--- config.mk ---
export PLATFORM = sky130hd
export DESIGN_NAME = h264_start_code_nal_splitter_core
export DESIGN_NICKNAME = d
export VERILOG_FILES = /design/src/hdl/scns_pkg.sv /design/src/hdl/scns_cell.sv /design/src/hdl/scns_front.sv /design/src/hdl/h264_start_code_nal_splitter_core.sv
export SDC_FILE = /design/constraint.sdc
export NUM_CORES = 1
export LEC_CHECK = 0
export BUFFER_PORTS_ARGS = -buffer_cell sky130_fd_sc_hd__buf_2
export CORE_ASPECT_RATIO = 1.25
export CORE_MARGIN = 5
export CORE_UTILIZATION = 56
export DETAILED_ROUTE_END_ITERATION = 6
export PLACE_DENSITY = 0.77
export RECOVER_POWER = 100
export SLEW_MARGIN = 10
export SYNTH_ARGS = -nofsm -noshare
export SYNTH_HDL_FRONTEND = slang
export SYNTH_SLANG_ARGS = --single-unit
--- constraint.sdc ---
create_clock -name clk -period 11.1 [get_ports clk]
set_input_delay 2.22 -clock clk [delete_from_list [all_inputs] [get_ports clk]]
set_output_delay 2.22 -clock clk [all_outputs]
set_load 0.05 [all_outputs]
--- src/hdl/scns_pkg.sv ---
package scns_pkg;

  localparam int unsigned WIN_LEN  = 5;
  localparam int unsigned VIEW_LEN = WIN_LEN + 1;

  localparam logic [7:0] ZERO_BYTE = 8'h00;
  localparam logic [7:0] ONE_BYTE  = 8'h01;

  // Positions still inside a start code after its first byte
  localparam logic [2:0] SKIP_LONG  = 3'd4;
  localparam logic [2:0] SKIP_SHORT = 3'd3;

  typedef logic [VIEW_LEN-1:0][7:0] scns_view_t;

  typedef struct packed {
    logic       step;   // consume front byte of the view
    logic       clear;  // final flush step: return to reset state
    logic [2:0] n;      // number of valid bytes in the view
  } scns_ctl_t;

  typedef struct packed {
    logic [7:0] data;
    logic       first;
    logic       lng;
    logic       last;
  } scns_res_t;

endpackage

--- src/hdl/scns_cell.sv ---
module scns_cell (
  input  logic       clk,
  input  logic       rst_n,
  input  logic       shift,
  input  logic       wr,
  input  logic [7:0] wr_data,
  input  logic [7:0] nbr_data,
  input  logic       nbr_valid,
  output logic [7:0] eff_data,
  output logic       eff_valid,
  output logic       cur_valid
);
  import scns_pkg::*;

  logic [7:0] data_r, data_nxt;
  logic       valid_r, valid_nxt;

  // A byte written this cycle is already visible to the detector and neighbor
  assign eff_data  = wr ? wr_data : data_r;
  assign eff_valid = valid_r | wr;
  assign cur_valid = valid_r;

  always_comb begin
    data_nxt  = shift ? nbr_data  : eff_data;
    valid_nxt = shift ? nbr_valid : eff_valid;
  end

  always_ff @(posedge clk) begin
    data_r <= data_nxt;
    if (!rst_n) begin
      valid_r <= 1'b0;
    end else begin
      valid_r <= valid_nxt;
    end
  end

endmodule

--- src/hdl/scns_front.sv ---
module scns_front (
  input  logic                clk,
  input  logic                rst_n,
  input  scns_pkg::scns_view_t view,
  input  scns_pkg::scns_ctl_t  ctl,
  output logic                emit,
  output scns_pkg::scns_res_t  res
);
  import scns_pkg::*;

  logic       open_r, open_nxt;
  logic       lng_r, lng_nxt;
  logic [2:0] skip_r, skip_nxt;

  logic [VIEW_LEN-1:0] z, o;
  logic long0, short0, long1, short1;
  logic first, open_mid, c1, last;

  always_comb begin
    for (int k = 0; k < VIEW_LEN; k++) begin
      z[k] = (view[k] == ZERO_BYTE);
      o[k] = (view[k] == ONE_BYTE);
    end
    long0  = (ctl.n >= 3'd5) && z[0] && z[1] && z[2] && z[3] && o[4];
    short0 = (ctl.n >= 3'd4) && z[0] && z[1] && z[2] && o[3];
    long1  = (ctl.n >= 3'd6) && z[1] && z[2] && z[3] && z[4] && o[5];
    short1 = (ctl.n >= 3'd5) && z[1] && z[2] && z[3] && o[4];
  end

  always_comb begin
    first    = 1'b0;
    open_mid = open_r;
    lng_nxt  = lng_r;
    skip_nxt = skip_r;
    // long code wins over the short code it contains
    if (skip_r == 3'd0 && (long0 || short0)) begin
      first    = 1'b1;
      open_mid = 1'b1;
      lng_nxt  = long0;
      skip_nxt = long0 ? SKIP_LONG : SKIP_SHORT;
    end else if (skip_r != 3'd0) begin
      skip_nxt = skip_r - 3'd1;
    end
    c1       = (skip_nxt == 3'd0) && (long1 || short1);
    last     = c1 || (ctl.n == 3'd1);
    emit     = open_mid;
    open_nxt = open_mid && !last;
    res.data  = view[0];
    res.first = first;
    res.lng   = lng_nxt;
    res.last  = last;
  end

  always_ff @(posedge clk) begin
    if (!rst_n || (ctl.step && ctl.clear)) begin
      open_r <= 1'b0;
      lng_r  <= 1'b0;
      skip_r <= 3'd0;
    end else if (ctl.step) begin
      open_r <= open_nxt;
      lng_r  <= lng_nxt;
      skip_r <= skip_nxt;
    end
  end

endmodule

--- src/hdl/h264_start_code_nal_splitter_core.sv ---
// NAL splitter on the start codes 00 00 00 01 and 00 00 00 00 01.
// Input channel (in_valid/in_ready): one stream byte per item, with
// in_stream_end marking the final byte of a stream. Output channel
// (out_valid/out_ready): one NAL byte per item, start code included, flagged
// with out_nal_first, out_nal_last and out_long_start (five-byte code).
// Bytes sit in a row of six cells; the front cell is judged against the
// five bytes behind it, so a byte leaves once five newer bytes are in.
// Throughput: one input item per cycle while streaming; the result for the
// byte accepted five items earlier is loaded at the accepting edge into an
// output register, so a stalled receiver only holds off input once that
// register is full and not being taken.
// Stream end: the buffered bytes, up to six, drain one per cycle while the
// output slot is free, all judged by the single detector at the front of the
// cell row; input is held off during the drain and the parser then returns
// to its reset state, so bytes ahead of the next start code are dropped again.
// Reset: synchronous, active low; empties the cells, closes any open NAL and
// empties the output register.
module h264_start_code_nal_splitter_core (
  input  logic       clk,
  input  logic       rst_n,
  input  logic       in_valid,
  output logic       in_ready,
  input  logic [7:0] in_byte,
  input  logic       in_stream_end,
  output logic       out_valid,
  input  logic       out_ready,
  output logic [7:0] out_byte,
  output logic       out_nal_first,
  output logic       out_long_start,
  output logic       out_nal_last
);
  import scns_pkg::*;

  logic [VIEW_LEN-1:0]      wr, eff_valid, cur_valid;
  logic [VIEW_LEN-1:0][7:0] eff_data;
  logic [VIEW_LEN-1:0][7:0] nbr_data;
  logic [VIEW_LEN-1:0]      nbr_valid;

  logic       flush_r, flush_nxt;
  logic       out_valid_r, out_valid_nxt;
  scns_res_t  res_r, res;
  logic       emit;
  logic       in_acc, slot_free, step;
  logic [2:0] fill, n;
  scns_ctl_t  ctl;

  // Output slot is free when empty or being taken this cycle
  assign slot_free = !out_valid_r || out_ready;
  assign in_ready  = !flush_r && slot_free;
  assign in_acc    = in_valid && in_ready;

  assign fill = 3'($countones(cur_valid));
  assign n    = 3'($countones(eff_valid));

  // Advance the row when the view is full while streaming, or on every
  // free output slot while draining
  assign step = (in_acc && !in_stream_end && n == 3'(VIEW_LEN)) ||
                (flush_r && slot_free);

  assign ctl.step  = step;
  assign ctl.n     = n;
  assign ctl.clear = flush_r && (n == 3'd1);

  for (genvar i = 0; i < VIEW_LEN; i++) begin : g_cell
    // Write the incoming byte behind the last occupied cell
    assign wr[i] = in_acc && (fill == 3'(i));
    if (i == VIEW_LEN - 1) begin : g_tail
      assign nbr_data[i]  = ZERO_BYTE;
      assign nbr_valid[i] = 1'b0;
    end else begin : g_mid
      assign nbr_data[i]  = eff_data[i+1];
      assign nbr_valid[i] = eff_valid[i+1];
    end
    scns_cell u_cell (
      .clk       (clk),
      .rst_n     (rst_n),
      .shift     (step),
      .wr        (wr[i]),
      .wr_data   (in_byte),
      .nbr_data  (nbr_data[i]),
      .nbr_valid (nbr_valid[i]),
      .eff_data  (eff_data[i]),
      .eff_valid (eff_valid[i]),
      .cur_valid (cur_valid[i])
    );
  end

  scns_front u_front (
    .clk   (clk),
    .rst_n (rst_n),
    .view  (eff_data),
    .ctl   (ctl),
    .emit  (emit),
    .res   (res)
  );

  always_comb begin
    flush_nxt = flush_r;
    if (in_acc && in_stream_end) begin
      flush_nxt = 1'b1;
    end else if (step && ctl.clear) begin
      flush_nxt = 1'b0;
    end
    out_valid_nxt = out_valid_r;
    if (step && emit) begin
      out_valid_nxt = 1'b1;
    end else if (out_ready) begin
      out_valid_nxt = 1'b0;
    end
  end

  always_ff @(posedge clk) begin
    if (!rst_n) begin
      flush_r     <= 1'b0;
      out_valid_r <= 1'b0;
    end else begin
      flush_r     <= flush_nxt;
      out_valid_r <= out_valid_nxt;
    end
  end

  // Hold the result until the receiver takes it
  always_ff @(posedge clk) begin
    if (step && emit) begin
      res_r <= res;
    end
  end

  assign out_valid      = out_valid_r;
  assign out_byte       = res_r.data;
  assign out_nal_first  = res_r.first;
  assign out_long_start = res_r.lng;
  assign out_nal_last   = res_r.last;

  // No input taken while draining
  a_no_input_in_flush: assert property (@(posedge clk) disable iff (!rst_n)
    !(flush_r && in_ready))
    else $error("input accepted during drain");

  // Occupied cells always form a contiguous run from the front
  a_thermometer: assert property (@(posedge clk) disable iff (!rst_n)
    ((cur_valid & (cur_valid + 6'd1)) == 6'd0))
    else $error("cell occupancy not contiguous");

  // While streaming, the sixth cell stays empty
  a_window_len: assert property (@(posedge clk) disable iff (!rst_n)
    !flush_r |-> !cur_valid[VIEW_LEN-1])
    else $error("window overfilled");

  // A finished drain leaves every cell empty
  a_drain_empty: assert property (@(posedge clk) disable iff (!rst_n)
    $fell(flush_r) |-> (cur_valid == 6'd0))
    else $error("cells not empty after drain");

endmodule

======== Word-level counts from Yosys, hierarchy flattened ========
Cells that the tools add are included.
word-level totals
  word-level logic and storage cells ...... 137
  input port bits ......................... 13
  register bits ........................... 72
  output and inout bits ................... 13
operators by class
  add/subtract/negate cells ............... 11
  magnitude comparators ................... 3
  reduce and logical (&&, ||, !) cells .... 59
  bitwise gates (word level) .............. 7
  multiplexer cells ....................... 26
  equal/unequal tests ..................... 10
operator list
  cell                   number
  $mux W8                11
  $logic_not A8 Y1       5
  $logic_and A1 B1 Y1    36
  $eq A8 B1 Y1 const B   3
  $add A1 B1 Y2          6
  $mux W1                12
  $eq A3 B3 Y1 const B   3
  $ge A3 B3 Y1 const B   3
  $logic_not A3 Y1       3
  $mux W3                3
  $add A2 B2 Y3          2
  $add A3 B2 Y3          2
  $eq A3 B1 Y1 const B   2
  $eq A3 B2 Y1 const B   2
  $logic_or A1 B1 Y1     6
  $or A1 B1 Y1           6
  $logic_not A1 Y1       5
  $reduce_bool A2 Y1     2
  $reduce_bool A3 Y1     1
  $sub A3 B1 Y3 const B  1
  $reduce_or A2 Y1       1
  $not A1 Y1             1

======== Longest topological paths before layout ========
Gate-level depths: netlist (run 1).
  depth in word-level cells ............... 23
  mapped depth ............................ 22
  depth with buffers taken out ............ 20

======== By module ========
Synthesis (run 1) repeated with hierarchy kept, for this count alone.
second synthesis, totals
  cell total of the unflattened synthesis .. 318
  area total of the unflattened synthesis .. 3,956.3 um^2
by module, submodules not included
  module                             seq. area each (um^2)  cells an instance  times used  area an instance (um^2)
  scns_cell                          180.2                  30                 6           429.2
  h264_start_code_nal_splitter_core  370.4                  64                 1           757.0
  scns_front                         100.1                  74                 1           624.3

======== Worst setup path before layout (run 1) ========
Ideal clock, no wire load.
  kind .................................... input -> register
  from .................................... in out_ready
  to ...................................... reg res_r (netlist bit out_byte[0]) (enable)
  buffers on the path ..................... 2
  setup time .............................. 380 ps
  slack ................................... 4,447 ps
  cell stages on the path ................. 15
  arrival time ............................ 6,274 ps
  data required time ...................... 10,720 ps
  path through ............................ nand2b_1 -> clkbuf_1 -> nand4b_1 -> clkbuf_1 -> nand2_1 -> fa_1 -> fa_1 -> ha_1 -> fa_1 -> o21ai_0 -> nor3_1 -> a31oi_1 -> nor4_2 -> nor2_1 -> nor2_1
between the ends
  longest elaborated chain between the ends .. 18
  elaborated cells between the ends (all ways) .. 51
  classes of those cells .................. 5 x add/sub; 2 x order compare; 3 x eq/ne; 6 x mux; 6 x bitwise; 29 x reduce/logical
RTL lines
  item                                 RTL line                                  text
  from (decl)                          h264_start_code_nal_splitter_core.sv:26   input logic out_ready,
  $logic_or A1 B1 Y1 *                 h264_start_code_nal_splitter_core.sv:48   assign slot_free = !out_valid_r || out_ready;
  $logic_and A1 B1 Y1                  h264_start_code_nal_splitter_core.sv:49   assign in_ready = !flush_r && slot_free;
  $logic_and A1 B1 Y1                  h264_start_code_nal_splitter_core.sv:50   assign in_acc = in_valid && in_ready;
  $logic_and A1 B1 Y1                  h264_start_code_nal_splitter_core.sv:66   assign wr[i] = in_acc && (fill == 3'(i));
  $or A1 B1 Y1                         scns_cell.sv:20                           assign eff_valid = valid_r | wr;
  $add A1 B1 Y2 (implied by the code)  h264_start_code_nal_splitter_core.sv:53   assign n = 3'($countones(eff_valid));
  $add A2 B2 Y3 (implied by the code)  h264_start_code_nal_splitter_core.sv:53
  $add A3 B2 Y3 (implied by the code)  h264_start_code_nal_splitter_core.sv:53
  $ge A3 B3 Y1                         scns_front.sv:24                          long0 = (ctl.n >= 3'd5) && z[0] && z[1] && z[2] && z[3] && o[4];
  $logic_and A1 B1 Y1 (5 in a row)     scns_front.sv:24
  $logic_or A1 B1 Y1                   scns_front.sv:36                          if (skip_r == 3'd0 && (long0 || short0)) begin
  $logic_and A1 B1 Y1                  scns_front.sv:36
  $mux W1                              scns_front.sv:36
  $logic_and A1 B1 Y1 *                h264_start_code_nal_splitter_core.sv:124  if (step && emit) begin
  to (signal assigned)                 h264_start_code_nal_splitter_core.sv:125  res_r <= res;
  to (decl)                            h264_start_code_nal_splitter_core.sv:41   scns_res_t res_r, res;
Mark *: on every way between the ends. The rest lies on a longest branch, timed or not.
A chain may end at the register's enable or synchronous reset.

======== Worst setup path in the final report (run 1) ========
  from .................................... reg g_cell[0].u_cell.valid_r
  to ...................................... reg g_cell[2].u_cell.data_r[1]
between the ends
  longest elaborated chain between the ends .. 13
  elaborated cells between the ends (all ways) .. 32
  classes of those cells .................. 8 x add/sub; 6 x eq/ne; 3 x mux; 6 x bitwise; 9 x reduce/logical
RTL lines
  item                                    RTL line                                 text
  from (decl)                             scns_cell.sv:16                          logic valid_r, valid_nxt;
  from (signal assigned)                  scns_cell.sv:33                          valid_r <= valid_nxt;
  $add A1 B1 Y2 (implied by the code)     h264_start_code_nal_splitter_core.sv:52  assign fill = 3'($countones(cur_valid));
  $add A2 B2 Y3 (implied by the code)     h264_start_code_nal_splitter_core.sv:52
  $add A3 B2 Y3 (implied by the code)     h264_start_code_nal_splitter_core.sv:52
  $eq A3 B1 Y1 (tied with other cells)    h264_start_code_nal_splitter_core.sv:66
  $logic_and A1 B1 Y1                     h264_start_code_nal_splitter_core.sv:66
  $or A1 B1 Y1                            scns_cell.sv:20
  $add A1 B1 Y2 (implied by the code)     h264_start_code_nal_splitter_core.sv:53
  $add A2 B2 Y3 (implied by the code)     h264_start_code_nal_splitter_core.sv:53
  $add A3 B2 Y3 (implied by the code)     h264_start_code_nal_splitter_core.sv:53
  $eq A3 B3 Y1                            h264_start_code_nal_splitter_core.sv:57  assign step = (in_acc && !in_stream_end && n == 3'(VIEW_LEN)) ||
  $logic_and A1 B1 Y1                     h264_start_code_nal_splitter_core.sv:57
  $logic_or A1 B1 Y1                      h264_start_code_nal_splitter_core.sv:57
  $mux W8 *                               scns_cell.sv:24                          data_nxt = shift ? nbr_data : eff_data;
  named net g_cell[2].u_cell.data_nxt[1]  scns_cell.sv:15                          logic [7:0] data_r, data_nxt;
  to (signal assigned)                    scns_cell.sv:29                          data_r <= data_nxt;
  to (decl)                               scns_cell.sv:15
The timed path passes the listed nets; every way through them passes the cells marked *.

==> qor.csv, run 1 <==
metric;value;unit
tritoncts.num_buffers;9;
worst_pin_slew;1.26;ns
numClockSinks;72;
combined_global_route_utilization_of_all_metal_layers;0.248;
htree_num_levels;3;
synth-seq-cells;72;
critPathBufInv;3;
slew_headroom;0.163;
seqPwrFrac;0.301;
synth_common_cells;95 x sky130_fd_sc_hd__nor2_1, 61 x sky130_fd_sc_hd__dfxtp_1, 49 x sky130_fd_sc_hd__nand2_1;
max_clock_freq;0.125;GHz
number_of_global_route_vias_before_repair;3403;
min_delay_src;u_front.lng_r$_SDFFE_PP0N_;
min_period;7.97;ns
critical_path.startpoint;g_cell[0].u_cell.cur_valid$_SDFF_PN0_;
finalWirelength;10100;um
critPathRequiredTime;11.39;ns
instances_no_fill;571;
synth_edf_count;11;
ff2ff_path_depth;21;
cp_data_arrival_time;8.26;ns
maxCapViolCount;0;
p_switching;0.665;mW
cp_max_fo;28;
floorplan.initialDensity;0.579;
synthesis.nets;491;
yosys.area.top_type;sky130_fd_sc_hd__dfxtp_1;
hold_path_depth;2;
fin_setup_tns;0;ns
post_synth_arst_share;0;
outcome;completed;
hold_class;reg -> reg;
vdd_ir_drop_max;212;uV
cells_along_the_critical_path;inv_1, fa_1, fa_1, inv_1, ha_1, fa_1, nor2_1, nand4b_1, nand2_1, fa_1, fa_1, ha_1, fa_1, nand4b_1, nor2_1, o21a_1, clkbuf_1, nor2_1, a21oi_1, nor2_1, nor2_1;
design.portCount;26;
timing.critical_path.to_type;flop;
type_of_the_setup_path_with_the_least_slack;reg -> reg;
synth.most_common_cell;sky130_fd_sc_hd__nor2_1;
cts_buffer_depth;2;
synth_ff_type;sky130_fd_sc_hd__dfxtp_1;
hold_ws;0.489;ns
netlist_top_cells_area;sky130_fd_sc_hd__dfxtp_1 32%, sky130_fd_sc_hd__nor2_1 9.3%, sky130_fd_sc_hd__edfxtp_1 8.6%;
holdBufCountCts;0;
root_buffer;sky130_fd_sc_hd__clkbuf_8;
routed-via-count;3566;
synthesis.area;3850;um^2
post_cts_resized;0;
maximum_number_of_pins_on_one_net_before_global_route_repair;29;
floorplan.die_area;8640;um^2
postCtsSetupBuffers;0;
register_area_share_after_synthesis;0.403;
final_worst_clock_skew;0.00778;ns
setup_violations;0;
switching_fraction;0.442;
finish.net_count;502;
globalRoute.totalOverflow;0;
dieHeight;103;um
routed_via_density;6.25;
source_to_sink_clock_delay_at_the_later_pin_of_the_worst_skew_pair;0.36;ns
worst_path_most_repeated_cell;sky130_fd_sc_hd__fa_1;
cell_internal_pwr;0.839;mW
post_synth_num_cell_types;59;
cts_tree;yes;
routabilityCongestion;0.985;
hpwlAfterDp;6980;um
final_layout_size_suffix_gt1_frac;0.0888;
regToRegStartpoint;g_cell[0].u_cell.cur_valid$_SDFF_PN0_;
die_w;84.2;um
power.clock.fraction;0.201;
core_area;6650;um^2
router_iterations_before_antenna_repair;5;
num_rows;33;
synth_top_area_frac;0.317;
dp_cells;555;
power.share.combinational;0.498;
number_of_failing_hold_endpoints_at_the_final_stage;0;
grt_setup_unrepaired;no;
cts.reportedPaths.clkPinSlew;0.08;ns
synthToLayoutAreaGrowth;10.4;%
grt_antenna_before_repair;0;
timing.critical_path.slowest_cell_delay;0.94;ns
cpLargestDelayFamily;adder cells;
ys_warn_count;0;
powerDensity;354;nW/um^2
n_antenna_cell;0;
cellLeakagePower;1.66;nW
place.port_buffers;25;
stages_on_the_worst_setup_path;21;
ant_nets;0;
average_wire_length_per_cell_after_detail_routing;17.7;um
gate_count_after_technology_mapping;468;
detailedRoute.firstIterationViolations;334;
post-route-util;0.639;
critPathLaunchType;flop;
slew_violations;0;
grt_pass1_wl;17000;um
remaining_drcs;0;
cpMaxStageDelayCell;sky130_fd_sc_hd__clkbuf_1;
post_syn_area_per_cell;8.22;um^2
timing.final.crit_share;0.718;
==> cells by family (layout without fill, tap and decap cells) <==
| logic type | Yosys count | in the layout | share of synthesized area |
|---|---|---|---|
| adders and majority gates | 10 | 10 | 0.0442 |
| buffers and inverters | 41 | 57 | 0.0419 |
| xor gates and xnor gates | 1 | 1 | 0.00228 |
| AOI/OAI and AO/OA | 84 | 84 | 0.146 |
| and+or+nand+nor | 236 | 236 | 0.293 |
| muxes | 24 | 24 | 0.0689 |
| DFF | 72 | 72 | 0.403 |
==> worst register-to-register path: cells and delay by family, from the launching register on <==
kind / cells / cell delay, ns
adders and majority gates: 8 / 3.54
and+or+nand+nor: 8 / 1.75
AOI/OAI and AO/OA: 2 / 1.24
buffers and inverters: 3 / 1.06
DFF: 1 / 0.31
==> through the flow <==
| stage | area, um^2 | total power [mW] | setup slack (ns) |
|---|---|---|---|
| 2_1_floorplan | 3850 | 1.02 | 4.45 |
| 3_3_place_gp | 3990 | 1.17 | 3.70 |
| 3_5_place_dp | 3990 | 1.20 | 3.47 |
| 4_1_cts | 4280 | 1.50 | 3.77 |
| 5_1_grt | 4250 | 1.62 | 2.60 |
| 6_report | 4250 | 1.50 | 3.13 |
==> registers in the layout, summed over array words and instances, names as in the netlist, 3 cells and up <==
name	flops
g_cell.u_cell.cur_valid	6
g_cell.u_cell.data_r	48
out_byte	8
u_front.skip_r	3
==> power by group through the flow <==
stage                     registers (mW)  clock network, mW  logic, mW
after global placement             0.451                  0      0.720
after CTS                          0.450              0.303      0.747
after global routing               0.464              0.316      0.844
after detailed placement           0.453                  0      0.742
after floorplan                    0.428                  0      0.596
final                              0.453              0.302      0.749
==> cell usage in the layout, fill, tap and decap left out, types with 5 or more instances in the layout <==
cell and n:
sky130_fd_sc_hd__nor2_1 95, sky130_fd_sc_hd__mux2_2 5, sky130_fd_sc_hd__a21oi_1 9, sky130_fd_sc_hd__dfxtp_1 61
sky130_fd_sc_hd__o22ai_1 26, sky130_fd_sc_hd__o21ai_0 10, sky130_fd_sc_hd__nand3_1 6, sky130_fd_sc_hd__fa_1 6
sky130_fd_sc_hd__edfxtp_1 11, sky130_fd_sc_hd__mux2i_1 13, sky130_fd_sc_hd__nand2_1 49, sky130_fd_sc_hd__buf_2 12
sky130_fd_sc_hd__nor2b_1 5, sky130_fd_sc_hd__nor4_1 14, sky130_fd_sc_hd__clkbuf_1 15, sky130_fd_sc_hd__nor3_1 30
sky130_fd_sc_hd__inv_1 13, sky130_fd_sc_hd__clkbuf_8 9, sky130_fd_sc_hd__a31oi_1 11, sky130_fd_sc_hd__mux2_1 5
sky130_fd_sc_hd__bufinv_16 5
==> worst paths after layout <==
path / slack [ns] / end
max: 3.13 / g_cell[2].u_cell.data_r[1]$_DFF_P_
min: 0.49 / u_front.lng_r$_SDFFE_PP0N_
max reg2reg: 3.13 / g_cell[2].u_cell.data_r[1]$_DFF_P_
min reg2reg: 0.49 / u_front.lng_r$_SDFFE_PP0N_
==> metal layers <==
layer,track usage,vias to the layer above,part of all wire,wire length (um)
met2,0.420,160,0.49,4960
met4,0.110,0,0.028,287
met5,0,-,0,0
met3,0.0448,29,0.071,717
li1,-,1701,-,-
met1,0.312,1676,0.41,4120
==> cell type report <==
class,instances,area [um^2]
clock buffers,9,124
clock inverters,7,168
fillers,581,2400
inverters,13,48.8
multi-input cells,355,2130
flip-flops and latches,72,1550
well taps,87,109
repair buffers,28,124
(Power assumes the default switching activity.)
==> inputs of run 2 (changes only) <==
==> constraint.sdc (replaced) <==
create_clock -name clk -period 7.9 [get_ports clk]
set_input_delay 1.58 -clock clk [delete_from_list [all_inputs] [get_ports clk]]
set_output_delay 1.58 -clock clk [all_outputs]
set_load 0.05 [all_outputs]
==> run 2 against run 1 <==
Against the previous run:
- final cell count rose by 0.53%
- critical path depth fell by 2
- sequential power rose by 41%
- flip-flop and latch count did not move
- critical path type unchanged
- largest power group unchanged
==> qor.csv, run 2 (same netlist as run 1, synthesis figures left out) <==
metric;value;unit;change
ant_nets;0;;unchanged
cellLeakagePower;1.65;nW;-0.47%
cts.reportedPaths.clkPinSlew;0.08;ns;about the same
critical_path.startpoint;g_cell[0].u_cell.cur_valid$_SDFF_PN0_;;
total_power;2.09;mW;+39%
final_worst_clock_skew;0.00695;ns;-0.000832 ns
multi_input_area;2130;um^2;+0.29%
core_area;6650;um^2;unchanged
routabilityCongestion;0.987;;+0.28%
fin_setup_tns;0;ns;unchanged
n_antenna_cell;0;;unchanged
dieHeight;103;um;unchanged
timing.final.crit_share;0.908;;+0.190
timing.critical_path.to_type;flop;;
router_iterations_before_antenna_repair;5;;unchanged
grt_pass1_wl;17400;um;+2.2%
number_of_failing_hold_endpoints_at_the_final_stage;0;;unchanged
design.portCount;26;;unchanged
maxCapViolCount;0;;unchanged
floorplan.initialDensity;0.579;;unchanged
remaining_drcs;0;;unchanged
layout.filler_cells;549;;-5.5%
cells_along_the_critical_path;inv_1, fa_1, fa_1, inv_1, ha_1, fa_1, nand3b_1, or3_1, nand2_1, fa_1, fa_1, ha_1, fa_1, o21ai_0, nor3_1, a31oi_1, nor4_2, nor2_1, nor2_1;;
cpMaxStageDelayCell;sky130_fd_sc_hd__nor2_1;;
setup_violations;0;;unchanged
grt_antenna_before_repair;0;;unchanged
layout_common_cells;95 x sky130_fd_sc_hd__nor2_1, 61 x sky130_fd_sc_hd__dfxtp_1, 49 x sky130_fd_sc_hd__nand2_1;;
regToRegStartpoint;g_cell[0].u_cell.cur_valid$_SDFF_PN0_;;
biggest_register;g_cell.u_cell.data_r;;
routed-via-count;3631;;+1.8%
numClockSinks;72;;unchanged
source_to_sink_clock_delay_at_the_later_pin_of_the_worst_skew_pair;0.36;ns;about the same
post_cts_resized;0;;unchanged
finish.net_count;505;;+0.60%
hpwlAfterDp;7190;um;+3.0%
layout_commonest_cell;sky130_fd_sc_hd__nor2_1;;
holdBufCountCts;0;;unchanged
critPathLaunchType;flop;;
worst_pin_slew;1.18;ns;-0.0793 ns
max_clock_freq;0.139;GHz;+11%
powerDensity;492;nW/um^2;+39%
root_buffer;sky130_fd_sc_hd__clkbuf_8;;
cts_buffer_depth;2;;unchanged
largest_register_ffs;48;;unchanged
combined_global_route_utilization_of_all_metal_layers;0.253;;+0.00443
cp_data_arrival_time;7.15;ns;-1.11 ns
maximum_number_of_pins_on_one_net_before_global_route_repair;25;;-14%
place.port_buffers;25;;unchanged
die_w;84.2;um;unchanged
min_delay_src;u_front.lng_r$_SDFFE_PP0N_;;
register_area;1550;um^2;unchanged
slew_violations;0;;unchanged
grt_setup_unrepaired;no;;
final_layout_size_suffix_gt1_frac;0.0862;;-0.00260
synthToLayoutAreaGrowth;10.2;%;
globalRoute.totalOverflow;0;;unchanged
cp_max_fo;15;;-46%
min_period;7.17;ns;-0.796 ns
critPathRequiredTime;7.88;ns;-3.51 ns
detailedRoute.firstIterationViolations;425;;+27%
routed_via_density;6.33;;+1.3%
vdd_ir_drop_max;261;uV;+23%
floorplan.die_area;8640;um^2;unchanged
outcome;completed;;
htree_num_levels;3;;unchanged
worst_path_most_repeated_cell;sky130_fd_sc_hd__fa_1;;
postCtsSetupBuffers;0;;unchanged
cts_tree;yes;;
tritoncts.num_buffers;9;;unchanged
finalWirelength;10300;um;+2.5%
average_wire_length_per_cell_after_detail_routing;18.0;um;+2.0%
num_rows;33;;unchanged
slew_headroom;0.216;;+0.0528
hold_class;reg -> reg;;
number_of_global_route_vias_before_repair;3472;;+2.0%
type_of_the_setup_path_with_the_least_slack;reg -> reg;;
timing.critical_path.slowest_cell_delay;0.80;ns;-0.14 ns
==> run 2: worst max-delay path: cells and delay by family, from the launching register on <==
family                   cells  cell delay (ns)
AND/OR/NAND/NOR              7             2.42
buffers and inverters        2             0.10
AO/OA/AOI/OAI                2             0.30
flip-flops                   1             0.31
adder cells (fa/ha/maj)      8             3.65
==> run 2: path summary, 6_finish.rpt <==
kind	endpoint	slack (ns)	cells after the start
max reg2reg	out_byte[0]$_DFFE_PP_	0.73	19
min reg2reg	u_front.lng_r$_SDFFE_PP0N_	0.46	2
min	u_front.lng_r$_SDFFE_PP0N_	0.46	2
max	out_byte[0]$_DFFE_PP_	0.73	19
==> run 2: layout make-up <==
class                   instances  share of cell area
clock buffers                   9              0.0292
clock inverters                 7              0.0333
inverters                      13              0.0115
multi-input cells             355               0.503
flip-flops and latches         72               0.366
well taps                      87              0.0257
repair buffers                 31              0.0321
==> run 2: through the flow <==
stage,hold slack [ns],utilization,std cells,area (um^2),worst slack (ns)
2_1_floorplan,0.434,-,468,3850,1.64
3_3_place_gp,0.446,0.604,558,4020,1.12
3_5_place_dp,0.453,0.604,558,4020,0.824
4_1_cts,0.464,0.644,574,4280,0.778
5_1_grt,0.500,0.638,574,4240,0.174
6_report,0.460,0.638,574,4240,0.726
==> run 2: routing by layer <==
layer / vias up / GRT usage / wire length (um)
met1: 1705 / 0.303 / 4280
met5: - / 0 / 0
li1: 1717 / - / -
met4: 0 / 0.140 / 323
met2: 179 / 0.431 / 5050
met3: 30 / 0.0456 / 693
==> run 2: power breakdown <==
group / internal [mW] / total [mW] / switching (mW)
clock network: 0.243 / 0.389 / 0.146
registers: 0.526 / 0.638 / 0.112
logic: 0.381 / 1.06 / 0.681
==> inputs of run 3 (changes only) <==
--- a/config.mk
+++ b/config.mk
@@ -8,11 +8,10 @@
 export BUFFER_PORTS_ARGS = -buffer_cell sky130_fd_sc_hd__buf_2
 export CORE_ASPECT_RATIO = 1.25
 export CORE_MARGIN = 5
-export CORE_UTILIZATION = 56
+export CORE_UTILIZATION = 60
 export DETAILED_ROUTE_END_ITERATION = 6
-export PLACE_DENSITY = 0.77
+export PLACE_DENSITY = 0.81
 export RECOVER_POWER = 100
-export SLEW_MARGIN = 10
 export SYNTH_ARGS = -nofsm -noshare
 export SYNTH_HDL_FRONTEND = slang
 export SYNTH_SLANG_ARGS = --single-unit
==> run 3 against run 2 <==
Against the previous run:
- critical path depth grew 1
- total power is 6.5% lower
- via count shrank 2.6%
- routed wire length fell by 6.0%
- cell area fell by 2.0%
- sequential power decreased by 1%
- register-to-register slack worse by 0.18 ns
- die area down 6.0%
- count of clock-buffer cells in the layout unchanged
- critical endpoint is now u_front.open_r$_SDFFE_PP0N_
==> qor.csv, run 3 (same netlist as run 1, synthesis figures left out) <==
metric;value;unit;change
combined_global_route_utilization_of_all_metal_layers;0.254;;+0.00140
grt_antenna_before_repair;0;;unchanged
hold_ws;0.472;ns;+0.0120 ns
timing.reg2reg.setup_slack;0.55;ns;-0.18 ns
post_cts_resized;0;;unchanged
cp_data_arrival_time;7.65;ns;+0.50 ns
holdBufCountCts;0;;unchanged
num_rows;32;;-3.0%
floorplan.die_area;8130;um^2;-6.0%
total_power;1.95;mW;-6.5%
critPathLaunchType;flop;;
cts_tree;yes;;
dieHeight;99.5;um;-3.1%
cells_along_the_critical_path;inv_1, fa_1, fa_1, inv_1, ha_1, fa_1, nor2_1, nand4b_1, nand2_1, fa_1, fa_1, ha_1, fa_1, nand4b_1, nor2_1, o21a_1, clkbuf_1, a21oi_1, nor3b_1, o31a_1;;
cts_buffer_depth;2;;unchanged
detailedRoute.firstIterationViolations;402;;-5.4%
postLayoutCellArea;4160;um^2;-2.0%
slew_violations;0;;unchanged
core_area;6210;um^2;-6.6%
design.portCount;26;;unchanged
router_iterations_before_antenna_repair;5;;unchanged
root_buffer;sky130_fd_sc_hd__clkbuf_8;;
worst_pin_slew;1.12;ns;-0.0559 ns
max_clock_freq;0.136;GHz;-2.5%
hpwlAfterDp;6920;um;-3.7%
cpMaxStageDelayCell;sky130_fd_sc_hd__clkbuf_1;;
routabilityCongestion;0.956;;-3.2%
cts.reportedPaths.clkPinSlew;0.08;ns;about the same
cellLeakagePower;1.61;nW;-2.3%
die_w;81.6;um;-3.0%
source_to_sink_clock_delay_at_the_later_pin_of_the_worst_skew_pair;0.35;ns;about the same
timing.critical_path.slowest_cell_delay;0.77;ns;-0.03 ns
type_of_the_setup_path_with_the_least_slack;reg -> reg;;
largest_register_ffs;48;;unchanged
n_antenna_cell;0;;unchanged
placedInstanceArea;4010;um^2;-0.25%
layout_commonest_cell;sky130_fd_sc_hd__nor2_1;;
finish.net_count;504;;-0.20%
numClockSinks;72;;unchanged
vdd_ir_drop_max;279;uV;+6.9%
maximum_number_of_pins_on_one_net_before_global_route_repair;26;;+4.0%
postCtsSetupBuffers;0;;unchanged
number_of_global_route_vias_before_repair;3268;;-5.9%
ant_nets;0;;unchanged
average_wire_length_per_cell_after_detail_routing;17.0;um;-5.5%
dp_worst_setup_slack;0.768;ns;-0.0559 ns
timing.critical_path.to_type;flop;;
globalRoute.totalOverflow;0;;unchanged
number_of_failing_hold_endpoints_at_the_final_stage;0;;unchanged
final_layout_size_suffix_gt1_frac;0.0844;;-0.00188
critPathRequiredTime;8.19;ns;+0.31 ns
powerDensity;470;nW/um^2;-4.6%
layout_common_cells;95 x sky130_fd_sc_hd__nor2_1, 61 x sky130_fd_sc_hd__dfxtp_1, 49 x sky130_fd_sc_hd__nand2_1;;
grt_pass1_wl;16000;um;-8.1%
setup_violations;0;;unchanged
maxCapViolCount;0;;unchanged
hold_class;reg -> reg;;
htree_num_levels;3;;unchanged
cp_max_fo;24;;+9
grt_setup_unrepaired;no;;
synthToLayoutAreaGrowth;8.06;%;
tritoncts.num_buffers;9;;unchanged
slew_headroom;0.253;;+0.0373
biggest_register;g_cell.u_cell.data_r;;
remaining_drcs;0;;unchanged
floorplan.initialDensity;0.620;;+0.0412
routed-via-count;3536;;-2.6%
place.port_buffers;25;;unchanged
routed_via_density;6.19;;-2.1%
min_period;7.35;ns;+0.181 ns
fin_setup_tns;0;ns;unchanged
outcome;completed;;
worst_slack;0.545;ns;-0.181 ns
worst_path_most_repeated_cell;sky130_fd_sc_hd__fa_1;;
finalWirelength;9720;um;-6.0%
final_worst_clock_skew;0.00941;ns;+0.00247 ns
timing.final.crit_share;0.931;;+0.0229
## run 3: critical path, delay by kind of cell, from the launching register on
kind	cells	cell delay [ns]
fa+ha+maj	8	3.52
buf+inv	3	0.89
simple gates	6	1.59
compound gates	3	0.96
flops	1	0.31
## run 3: where the power goes
group	leakage, nW	switching (mW)	internal [mW]	total [mW]
Clock	0.0917	0.139	0.142	0.282
Combinational	0.912	0.660	0.380	1.04
Sequential	0.611	0.105	0.526	0.631
## run 3: path summary, 6_finish.rpt
kind,from,endpoint,cells after the start
worst max register to register,g_cell[0].u_cell.cur_valid$_SDFF_PN0_,u_front.open_r$_SDFFE_PP0N_,20
worst min-delay path,u_front.lng_r$_SDFFE_PP0N_,u_front.lng_r$_SDFFE_PP0N_,2
worst max-delay path,g_cell[0].u_cell.cur_valid$_SDFF_PN0_,u_front.open_r$_SDFFE_PP0N_,20
worst min register to register,u_front.lng_r$_SDFFE_PP0N_,u_front.lng_r$_SDFFE_PP0N_,2
## run 3: metrics by stage
step                std cells   util
floorplan                 468      -
global placement          555  0.645
detailed placement        555  0.645
CTS                       571  0.675
global route              571  0.670
finish                    571  0.670
## run 3: metal layers
metal	track usage	up-vias	share of wire
met1	0.328	1635	0.42
met4	0.101	0	0.029
met5	0	-	0
met2	0.405	156	0.47
met3	0.0625	32	0.076
li1	-	1713	-
## run 3: final cells by class
type                       count  area (um^2)
clock inverter                 7         62.6
inverter                      13         48.8
sequential                    72         1550
fill                         514         2050
tap                           85          106
timing repair buffer          30          135
multi-input combinational    355         2130
clock buffer                   9          124
